[config.mk]
export PLATFORM = sky130hd
export DESIGN_NAME = calendar_wait_seconds_unit
export DESIGN_NICKNAME = d
export VERILOG_FILES = /design/src/rtl/cws_pkg.sv /design/src/rtl/cws_date_check.sv /design/src/rtl/cws_span.sv /design/src/rtl/calendar_wait_seconds_unit.sv
export SDC_FILE = /design/constraint.sdc
export NUM_CORES = 1
export LEC_CHECK = 0
export ABC_AREA = 1
export BUFFER_PORTS_ARGS = -buffer_cell sky130_fd_sc_hd__buf_2
export CAP_MARGIN = 40
export CORE_UTILIZATION = 35
export CTS_BUF_LIST = sky130_fd_sc_hd__clkbuf_2 sky130_fd_sc_hd__clkbuf_4 sky130_fd_sc_hd__clkbuf_8
export DETAILED_ROUTE_END_ITERATION = 12
export PLACE_DENSITY = 0.59
export SLEW_MARGIN = 20
export SYNTH_ARGS = -nofsm -noshare
export SYNTH_HDL_FRONTEND = slang
export SYNTH_SLANG_ARGS = --single-unit
[constraint.sdc]
create_clock -name clk_i -period 12.1 [get_ports clk_i]
set_input_delay 1.21 -clock clk_i [delete_from_list [all_inputs] [get_ports clk_i]]
set_output_delay 1.21 -clock clk_i [all_outputs]
set_load 0.1 [all_outputs]
[src/rtl/cws_pkg.sv]
// shared types, constants and calendar helpers for the calendar wait seconds unit
// no dependencies; used by every module of the block
package cws_pkg;

  localparam int unsigned DayW   = 5;
  localparam int unsigned MonthW = 4;
  localparam int unsigned YearW  = 14;
  localparam int unsigned HourW  = 5;
  localparam int unsigned MinW   = 6;
  localparam int unsigned SecW   = 6;

  localparam int unsigned WaitW  = 40;
  localparam int unsigned EdaysW = 23;
  // day count before wrapping, wide enough for any start year
  localparam int unsigned DaysW  = 25;
  // time-of-day difference in seconds
  localparam int unsigned TodW   = 20;

  localparam logic [YearW-1:0] YearMin = YearW'(1800);
  localparam logic [YearW-1:0] YearMax = YearW'(9999);

  localparam int unsigned DaysPerYear  = 360;
  localparam int unsigned DaysPerMonth = 30;
  localparam int unsigned SecPerDay    = 86400;
  localparam int unsigned SecPerHour   = 3600;
  localparam int unsigned SecPerMin    = 60;
  localparam int unsigned MinPerHour   = 60;
  localparam int unsigned MonPerYear   = 12;

  // y is a multiple of 25 when y * inv(25) mod 2^14 lands at or below this bound
  localparam logic [YearW-1:0] Inv25 = YearW'(7209);
  localparam logic [YearW-1:0] Max25 = YearW'(((1 << YearW) - 1) / 25);

  localparam logic [MonthW-1:0] MonJan = MonthW'(1);
  localparam logic [MonthW-1:0] MonFeb = MonthW'(2);
  localparam logic [MonthW-1:0] MonMar = MonthW'(3);
  localparam logic [MonthW-1:0] MonApr = MonthW'(4);
  localparam logic [MonthW-1:0] MonMay = MonthW'(5);
  localparam logic [MonthW-1:0] MonJun = MonthW'(6);
  localparam logic [MonthW-1:0] MonJul = MonthW'(7);
  localparam logic [MonthW-1:0] MonSep = MonthW'(9);
  localparam logic [MonthW-1:0] MonOct = MonthW'(10);
  localparam logic [MonthW-1:0] MonNov = MonthW'(11);
  localparam logic [MonthW-1:0] MonDec = MonthW'(12);

  typedef struct packed {
    logic [DayW-1:0]   day;
    logic [MonthW-1:0] month;
    logic [YearW-1:0]  year;
  } date_t;

  typedef struct packed {
    logic [HourW-1:0] hour;
    logic [MinW-1:0]  minute;
    logic [SecW-1:0]  second;
  } tod_t;

  // date checker status toward the span logic
  typedef struct packed {
    logic ok;
    logic leap;
  } date_stat_t;

  // days that a day borrow adds, taken from the month before the end month
  function automatic logic [DayW-1:0] borrow_days(input logic [MonthW-1:0] m,
                                                  input logic leap);
    logic [DayW-1:0] len;
    len = DayW'(31);
    if (m == MonMar) begin
      len = leap ? DayW'(29) : DayW'(28);
    end else if (m inside {MonMay, MonJul, MonOct, MonDec}) begin
      len = DayW'(30);
    end
    return len;
  endfunction

endpackage

[src/rtl/cws_date_check.sv]
// validity check and gregorian leap year test for one date
// depends on cws_pkg
module cws_date_check (
  input  cws_pkg::date_t     date_i,
  output cws_pkg::date_stat_t stat_o
);

  logic [cws_pkg::YearW-1:0] y_inv;
  logic                      div25;
  logic                      leap;
  logic                      year_ok;
  logic                      day_ok;

  assign y_inv = cws_pkg::YearW'(date_i.year * cws_pkg::Inv25);
  assign div25 = (y_inv <= cws_pkg::Max25);
  // century years only count when divisible by 400
  assign leap  = ((date_i.year[1:0] == 2'b00) && !div25) ||
                 ((date_i.year[3:0] == 4'b0000) && div25);

  assign year_ok = (date_i.year >= cws_pkg::YearMin) && (date_i.year <= cws_pkg::YearMax);

  // no lower bound on the day, so day zero passes
  always_comb begin
    day_ok = 1'b0;
    if (date_i.month == cws_pkg::MonFeb) begin
      day_ok = (leap && (date_i.day == cws_pkg::DayW'(29))) ||
               (date_i.day <= cws_pkg::DayW'(28));
    end else if (date_i.month inside {cws_pkg::MonApr, cws_pkg::MonJun,
                                      cws_pkg::MonSep, cws_pkg::MonNov}) begin
      day_ok = (date_i.day <= cws_pkg::DayW'(30));
    end else if ((date_i.month >= cws_pkg::MonJan) && (date_i.month <= cws_pkg::MonDec)) begin
      day_ok = 1'b1;
    end
  end

  assign stat_o.ok   = year_ok && day_ok;
  assign stat_o.leap = leap;

endmodule

[src/rtl/cws_span.sv]
// borrow subtraction of two dates (360-day year) and two times of day
// depends on cws_pkg
module cws_span (
  input  cws_pkg::date_t                    start_date_i,
  input  cws_pkg::date_t                    end_date_i,
  input  logic                              end_leap_i,
  input  cws_pkg::tod_t                     start_tod_i,
  input  cws_pkg::tod_t                     stop_tod_i,
  output logic signed [cws_pkg::DaysW-1:0]  days_o,
  output logic signed [cws_pkg::TodW-1:0]   tod_secs_o
);

  localparam int unsigned DW = cws_pkg::DaysW;
  localparam int unsigned TW = cws_pkg::TodW;

  logic                 day_borrow;
  logic [6:0]           d2_adj;
  logic signed [5:0]    m1;
  logic signed [5:0]    m2_adj;
  logic signed [5:0]    m2_fix;
  logic                 mon_borrow;
  logic signed [DW-1:0] y_diff;
  logic signed [DW-1:0] m_diff;
  logic signed [DW-1:0] d_diff;

  logic                 sec_borrow;
  logic                 min_borrow;
  logic signed [7:0]    es_adj;
  logic signed [7:0]    em_adj;
  logic signed [7:0]    em_fix;
  logic signed [6:0]    eh_adj;
  logic signed [TW-1:0] h_diff;
  logic signed [TW-1:0] mi_diff;
  logic signed [TW-1:0] s_diff;

  // date part
  assign day_borrow = (end_date_i.day < start_date_i.day);
  assign d2_adj     = 7'(end_date_i.day) +
                      (day_borrow ? 7'(cws_pkg::borrow_days(end_date_i.month, end_leap_i))
                                  : 7'd0);
  assign m1         = $signed({2'b00, start_date_i.month});
  assign m2_adj     = $signed({2'b00, end_date_i.month}) - (day_borrow ? 6'sd1 : 6'sd0);
  assign mon_borrow = (m2_adj < m1);
  assign m2_fix     = m2_adj + (mon_borrow ? 6'(cws_pkg::MonPerYear) : 6'sd0);

  assign y_diff = $signed(DW'(end_date_i.year)) - $signed(DW'(start_date_i.year)) -
                  (mon_borrow ? DW'(1) : DW'(0));
  assign m_diff = DW'(m2_fix - m1);
  assign d_diff = $signed(DW'(d2_adj)) - $signed(DW'(start_date_i.day));

  assign days_o = DW'(y_diff * $signed(DW'(cws_pkg::DaysPerYear))) +
                  DW'(m_diff * $signed(DW'(cws_pkg::DaysPerMonth))) + d_diff;

  // time part
  assign sec_borrow = (start_tod_i.second > stop_tod_i.second);
  assign es_adj     = $signed(8'(stop_tod_i.second)) +
                      (sec_borrow ? 8'(cws_pkg::SecPerMin) : 8'sd0);
  assign em_adj     = $signed(8'(stop_tod_i.minute)) - (sec_borrow ? 8'sd1 : 8'sd0);
  assign min_borrow = ($signed(8'(start_tod_i.minute)) > em_adj);
  assign em_fix     = em_adj + (min_borrow ? 8'(cws_pkg::MinPerHour) : 8'sd0);
  assign eh_adj     = $signed(7'(stop_tod_i.hour)) - (min_borrow ? 7'sd1 : 7'sd0);

  assign h_diff  = TW'(eh_adj) - $signed(TW'(start_tod_i.hour));
  assign mi_diff = TW'(em_fix) - $signed(TW'(start_tod_i.minute));
  assign s_diff  = TW'(es_adj) - $signed(TW'(start_tod_i.second));

  assign tod_secs_o = TW'(h_diff * $signed(TW'(cws_pkg::SecPerHour))) +
                      TW'(mi_diff * $signed(TW'(cws_pkg::SecPerMin))) + s_diff;

endmodule

[src/rtl/calendar_wait_seconds_unit.sv]
// top level of the calendar wait seconds unit: input register, span stage, result register
// depends on cws_pkg, cws_date_check and cws_span
//
// A new item is taken in every cycle (busy stays low) and its result is built in order: the
// fields are registered, the date checks and the borrow subtraction fill a second register,
// and the scaling of the day count by 86400 (one constant multiply) fills the result
// register. done_o is high for exactly one cycle per item and results are not held, so
// the receiver must take each one as it appears. When the end date fails its check,
// wait_seconds_o and elapsed_days_o read 0; an invalid start date is only flagged.
// elapsed_days_o wraps to 23 bits, wait_seconds_o always fits.
module calendar_wait_seconds_unit (
  input  logic                               clk_i,
  input  logic                               rst_ni,
  input  logic                               start,
  output logic                               busy,
  input  logic [cws_pkg::DayW-1:0]           start_day_i,
  input  logic [cws_pkg::MonthW-1:0]         start_month_i,
  input  logic [cws_pkg::YearW-1:0]          start_year_i,
  input  logic [cws_pkg::DayW-1:0]           end_day_i,
  input  logic [cws_pkg::MonthW-1:0]         end_month_i,
  input  logic [cws_pkg::YearW-1:0]          end_year_i,
  input  logic [cws_pkg::HourW-1:0]          start_hour_i,
  input  logic [cws_pkg::MinW-1:0]           start_minute_i,
  input  logic [cws_pkg::SecW-1:0]           start_second_i,
  input  logic [cws_pkg::HourW-1:0]          stop_hour_i,
  input  logic [cws_pkg::MinW-1:0]           stop_minute_i,
  input  logic [cws_pkg::SecW-1:0]           stop_second_i,
  output logic                               done_o,
  output logic signed [cws_pkg::WaitW-1:0]   wait_seconds_o,
  output logic signed [cws_pkg::EdaysW-1:0]  elapsed_days_o,
  output logic                               start_date_ok_o,
  output logic                               end_date_ok_o
);

  localparam int unsigned DW = cws_pkg::DaysW;
  localparam int unsigned TW = cws_pkg::TodW;
  localparam int unsigned WW = cws_pkg::WaitW;

  // input register
  logic           in_vld_q;
  cws_pkg::date_t sd_q, ed_q;
  cws_pkg::tod_t  st_q, et_q;

  // span stage
  cws_pkg::date_stat_t  sd_stat, ed_stat;
  logic signed [DW-1:0] days;
  logic signed [TW-1:0] tod_secs;

  logic                 mid_vld_q;
  logic                 ok1_q, ok2_q;
  logic signed [DW-1:0] days_q;
  logic signed [TW-1:0] tod_q;

  // result register
  logic                 done_q;
  logic signed [WW-1:0] wait_d, wait_q;
  logic signed [cws_pkg::EdaysW-1:0] edays_q;
  logic                 ok1_out_q, ok2_out_q;

  logic accept;

  assign busy   = 1'b0;
  assign accept = start && !busy;

  always_ff @(posedge clk_i or negedge rst_ni) begin
    if (!rst_ni) begin
      in_vld_q  <= 1'b0;
      mid_vld_q <= 1'b0;
      done_q    <= 1'b0;
    end else begin
      in_vld_q  <= accept;
      mid_vld_q <= in_vld_q;
      done_q    <= mid_vld_q;
    end
  end

  always_ff @(posedge clk_i) begin
    if (accept) begin
      sd_q <= '{day: start_day_i, month: start_month_i, year: start_year_i};
      ed_q <= '{day: end_day_i, month: end_month_i, year: end_year_i};
      st_q <= '{hour: start_hour_i, minute: start_minute_i, second: start_second_i};
      et_q <= '{hour: stop_hour_i, minute: stop_minute_i, second: stop_second_i};
    end
  end

  cws_date_check u_start_check (
    .date_i (sd_q),
    .stat_o (sd_stat)
  );

  cws_date_check u_end_check (
    .date_i (ed_q),
    .stat_o (ed_stat)
  );

  cws_span u_span (
    .start_date_i (sd_q),
    .end_date_i   (ed_q),
    .end_leap_i   (ed_stat.leap),
    .start_tod_i  (st_q),
    .stop_tod_i   (et_q),
    .days_o       (days),
    .tod_secs_o   (tod_secs)
  );

  // bad end date forces both counts to zero
  always_ff @(posedge clk_i) begin
    if (in_vld_q) begin
      ok1_q  <= sd_stat.ok;
      ok2_q  <= ed_stat.ok;
      days_q <= ed_stat.ok ? days : '0;
      tod_q  <= ed_stat.ok ? tod_secs : '0;
    end
  end

  assign wait_d = WW'($signed(WW'(days_q)) * $signed(WW'(cws_pkg::SecPerDay))) +
                  $signed(WW'(tod_q));

  always_ff @(posedge clk_i) begin
    if (mid_vld_q) begin
      wait_q    <= wait_d;
      edays_q   <= days_q[cws_pkg::EdaysW-1:0];
      ok1_out_q <= ok1_q;
      ok2_out_q <= ok2_q;
    end
  end

  assign done_o          = done_q;
  assign wait_seconds_o  = wait_q;
  assign elapsed_days_o  = edays_q;
  assign start_date_ok_o = ok1_out_q;
  assign end_date_ok_o   = ok2_out_q;

  a_fixed_latency: assert property (@(posedge clk_i) disable iff (!rst_ni)
    accept |-> ##3 done_o)
    else $error("accepted beat did not produce a result after three cycles");

  a_no_spurious: assert property (@(posedge clk_i) disable iff (!rst_ni)
    done_o |-> $past(start, 3))
    else $error("result strobe without an accepted beat");

  a_bad_end_zero: assert property (@(posedge clk_i) disable iff (!rst_ni)
    (done_o && !end_date_ok_o) |-> (wait_seconds_o == '0) && (elapsed_days_o == '0))
    else $error("nonzero result for an invalid end date");

endmodule

After elaboration in Yosys (flattened, before gate mapping)
Cells that the tools add are included.

Flip-flop bits (word level): 195. Word-level logic and storage cells: 126.

Add/sub/neg operators: 19. Multiply operators: 7. $lt $le $gt $ge: 18. Eq/ne operators: 17. Mux-type cells: 17. Reductions and logical operators: 25.

Operator list (number): $add 25x25->25 (2); $add 20x20->20 (2); $add 40x20->40 (1); $mul 25x11->33 const B (1); $ge 14x11->1 const B (2); $le 14x10->1 const B (2); $le 14x14->1 const B (2); $mul 14x13->14 const B (2); $mul 25x5->24 const B (1); $mul 25x7->22 const B (1); $sub 25x25->25 (1); $eq 4x3->1 const B (6); $eq 4x4->1 const B (6); $le 5x5->1 const B (4); $mul 20x5->18 const B (1); $mul 20x9->16 const B (1); $sub 8x7->9 (2); $sub 14x14->15 (1); $eq 4x2->1 const B (3); $logic_and 1x1->1 (12); $mux 1 (12); $mux 6 (2); $reduce_bool 4->1 (3); $eq 5x5->1 const B (2); other kinds (22) (31).

Logic depth before layout (Yosys ltp)
Depth after elaboration: 11. Mapped depth: 64. Depth with buffers taken out: 64.

By module
Synthesis repeated with hierarchy kept, for this count alone.

Cell total of the unflattened synthesis: 3338. Area total of the unflattened synthesis: 27266.2 um2.

Modules (own cells, without submodules): calendar_wait_seconds_unit (instances 1, cells an instance 1368, area each 13223.9 um2, sequential area each 5840.6 um2); cws_span (instances 1, cells an instance 1506, area each 10969.3 um2, sequential area each 0.0 um2); cws_date_check (instances 2, cells an instance 232, area each 1536.5 um2, sequential area each 0.0 um2).

Least setup slack after synthesis
No wires, ideal clock.

Path type: reg-to-reg. From: reg st_q[5] (netlist bit). To: reg tod_q[19] (data pin). Library setup time: 255 ps. Arrival: 9117 ps. Required time: 11845 ps. Setup slack: 2728 ps. Stages on the path, launching flop included: 54. Path buffers: 0. Path through: edfxtp_1 > ha_1 > nand2_1 > inv_1 > nand3_1 > o21bai_1 > a32oi_1 > ha_1 > nand2_1 > nor2_1 > nand2_2 > nand2_1 > inv_1 > ha_1 > a21oi_1 > or2_1 > nand3_1 > nand2_2 > [18 not listed] > a21oi_1 > nand2_1 > xnor2_1 > inv_1 > fa_1 > ha_1 > nand2_1 > nor3_1 > nand3_1 > o2111ai_1 > nand3_1 > nand2_1 > nand2_1 > a21oi_1 > xor2_1 > inv_1 > a21oi_1 > nor2_1.

Cells in the longest elaborated chain, start to end: 10. Elaborated cells on any way between the ends: 17.

Ends and longest elaborated chain: start: declaration (line calendar_wait_seconds_unit.sv:42) `cws_pkg::tod_t st_q, et_q;`; start signal: assignment (line calendar_wait_seconds_unit.sv:81) `st_q <= '{hour: start_hour_i, minute: start_minute_i, second: start_second_i};`; $gt 6x6->1 (line cws_span.sv:55) `assign sec_borrow = (start_tod_i.second > stop_tod_i.second);`; $mux 1 (line cws_span.sv:58) `assign em_adj = $signed(8'(stop_tod_i.minute)) - (sec_borrow ? 8'sd1 : 8'sd0);`; $sub 7x8->8 (line cws_span.sv:58); $gt 7x8->1 (line cws_span.sv:59) `assign min_borrow = ($signed(8'(start_tod_i.minute)) > em_adj);`; $mux 6 or $mux 1 (tied branches) (line cws_span.sv:60, cws_span.sv:61); $add 8x6->8 or $sub 5x1->6 (tied branches) (line cws_span.sv:60, cws_span.sv:61); $sub 8x7->9 or $sub 7x6->8 (tied branches) (line cws_span.sv:64, cws_span.sv:63); $mul 20x5->18 or $mul 20x9->16 (tied branches) (line cws_span.sv:68, cws_span.sv:67); $add 20x20->20 (line cws_span.sv:67) `assign tod_secs_o = TW'(h_diff * $signed(TW'(cws_pkg::SecPerHour))) +`; $add 20x20->20 * (line cws_span.sv:68) `TW'(mi_diff * $signed(TW'(cws_pkg::SecPerMin))) + s_diff;`; end signal: assignment (line calendar_wait_seconds_unit.sv:112) `tod_q <= ed_stat.ok ? tod_secs : '0;`; end: declaration (line calendar_wait_seconds_unit.sv:52) `logic signed [TW-1:0] tod_q;`.

Mark *: on every way between the ends. The rest lies on a longest branch, timed or not. A chain may end at the register's enable or synchronous reset.

Worst setup path in the final report
Same ends and word-level chain as after synthesis.

==> summary.txt <==
Clocking
  • Total CTS buffers: 17
  • H-tree depth: 4
  • Worst-skew pair later-pin latency: 0.57 ns
  • Clk sinks: 195
  • Hold buffers post-CTS: 0
  • CTS tree: yes
  • Clock-pin slew on the worst setup and hold paths: 0.11 ns
  • Clk root buf: clkbuf_8
  • Post-CTS Setup Repair Bufs: 0
  • Max Buffers Root-to-Sink: 2
  • Post-CTS sizing: 0

Layout
  • # diodes: 0
  • Most frequent cells in the layout: inv_1 (715), ha_1 (472), nand2_1 (300)
  • Fraction of final layout cells sized beyond drive strength 1: 0.08217
  • Register area: 5843 µm²
  • Multi-input logic area: 16860 µm²
  • Most common cell after layout, fill and taps aside: inv_1
  • Syn-to-layout area delta: 9.261%
  • Final nets: 3760
  • FILL cells: 7307

Worst setup path
  • Crit-path max FO: 8
  • Setup crit start: st_q[5]
  • Crit path required time: 12.43 ns
  • Critical path class: register to register
  • Worst path slowest cell: fa_1
  • CP max stage delay: 0.54 ns
  • Critical Path End Type: register
  • RR Startpoint: st_q[5]
  • WP data arrival: 10.70 ns
  • Critical path startpoint category: register
  • Most Frequent Cell on Critical Path: nand2_1

Placed design
  • Setup WS pre-CTS: 1.676 ns
  • GP Congestion: 0.8636
  • Port bufs: 148
  • Post-DP HPWL: 43.96 mm

Logic synthesis
  • Post-synth EDFFs: 192
  • Cell taking the most area after synthesis: ha_1
  • Post-synthesis net count: 3592
  • Sequential element share of the synthesized area: 0.2295
  • Synth warn: 0
  • Yosys reg bits: 195
  • Yosys cell types: 62
  • Ys async rst share: 0.01538
  • Syn Area/Cell: 8.972 µm²
  • Top_reg_cell synth: edfxtp_1
  • Main area contributors after synthesis: ha_1 (23%), edfxtp_1 (23%), fa_1 (16%), inv_1 (11%), xor2_1 (4.6%)
  • Syn Inst Count: 2837
  • Post-synth top area share: 0.2320
  • Synthesized area: 25450 µm²

Floorplanning
  • DIE AREA: 73800 µm²
  • Initial Util: 0.3548
  • I/O pin count: 150
  • Row count: 98
  • CORE AREA: 71730 µm²
  • Horiz. Die Dim: 271.7 µm
  • Vert. Die Dim: 271.7 µm

STA
  • Slew Limit Fails: 0
  • Part of the cycle the worst path needs: 0.8574
  • Final Hold Fails: 0
  • Slew margin rel.: 0.5034
  • Slew at the pin with the worst max-slew slack: 0.7355 ns
  • Sum of negative setup slack: 0 ns
  • # setup viols final: 0
  • Final Critical Period: 10.37 ns
  • Max Clock Skew: 0.02344 ns
  • RSZ-0062 raised after global routing: no
  • Max Freq: 96.39 MHz
  • Fin worst setup slack: 1.725 ns

Min path
  • Worst Hold Class: input port to asynchronous set/reset pin

Drt
  • Final wirelength: 50.86 mm
  • Vias per cell: 4.539
  • Post-route DRC: 0
  • First-pass iteration count of the detailed router: 5
  • Drt wl/cell: 12.82 µm
  • DR vias: 18010
  • 1st-iter DRT viols: 628
  • ANT nets after route: 0

Job
  • Max_cap viols: 0

Global routing
  • Initial antenna violation count: 2
  • All-Layer GR Usage: 0.1436
  • GRT overflow: 0
  • First-pass GRT wire length: 86.03 mm
  • Largest net degree at the start of global routing: 56
  • Vias in the first global route: 17980

Run status
  • Status: completed
[worst max-delay path: cells and delay by family, from the launching register on]
kind            cells  cell delay [ns]
compound gates     10             2.08
xor+xnor            3             0.80
fa+ha+maj          11             4.04
buf+inv             8             0.53
flops               1             0.41
simple gates       22             2.27
[final timing paths]
path                                endpoint  slack, ns  depth (start not counted)
max in group asynchronous           in_vld_q      11.56                          1
max                                tod_q[19]       1.73                         54
min reg2reg                wait_seconds_o[1]       0.43                          0
min in group clk_i         wait_seconds_o[1]       0.43                          0
min                                mid_vld_q       0.41                          1
max reg2reg                        tod_q[19]       1.73                         54
[area by class of cell]
type,instances,area share
multi-input combinational,1913,0.6062
timing repair buffer,156,0.03050
inverter,722,0.09745
sequential,195,0.2101
tap,950,0.04274
clock inverter,14,0.004364
clock buffer,18,0.008683
[routing by layer]
metal / GRT usage / share of wire
met2: 0.2501 / 0.48
met1: 0.1879 / 0.49
met3: 0.01902 / 0.020
met5: 0 / 0
met4: 0.03253 / 0.011
[state kept, by name, indices dropped and copies added, names as in the netlist, 17 cells and up]
register,cells
et_q,17
wait_seconds_o,40
st_q,17
tod_q,20
elapsed_days_o,23
sd_q,23
days_q,25
ed_q,23
[metrics by stage]
stage	instances	hold WS, ns	area (µm²)	utilization
detailed placement	3934	0.4045	27430	0.3824
global placement	3931	0.4025	27370	0.3815
finish	3968	0.4120	27810	0.3877
CTS	3966	0.3398	27790	0.3874
floorplan	2837	0.4003	25450	-
global route	3968	0.3566	27810	0.3877
[Yosys cell counts (3+ instances only)]
cell type / n
a21oi_1: 198
fa_1: 200
o2111ai_1: 5
and2_1: 5
xor2_1: 133
dfrtp_1: 3
nor3_1: 19
o21ai_0: 78
ha_1: 472
buf_2: 3
o21ai_1: 17
o21bai_1: 21
a31oi_1: 12
o211ai_1: 6
a21boi_1: 8
nand3_1: 63
xnor2_1: 82
nor2_2: 4
o21a_1: 3
or2_2: 11
nand4_1: 18
inv_2: 7
a21o_1: 8
a211oi_1: 7
a21oi_2: 12
o31ai_1: 10
nand2_1: 300
edfxtp_1: 192
nor4_1: 10
inv_1: 715
nand3_2: 6
nand2_2: 8
nor2_1: 161
o221ai_1: 4
[cell families (layout without fill, tap and decap cells)]
family                   count (synthesis)  after routing  synth area share
AO/OA/AOI/OAI                          403            403           0.09138
XOR/XNOR                               219            219           0.07678
adder cells (fa/ha/maj)                672            672            0.3893
buffers and inverters                  729            910            0.1082
flip-flops                             195            195            0.2295
multiplexers                             1              1         0.0004424
other                                    1              1         0.0001473
AND/OR/NAND/NOR                        617            617            0.1042
Power is left out: the tool's default activity adds up to more than one toggle a clock period on the data nets, which glitch-free logic cannot reach.
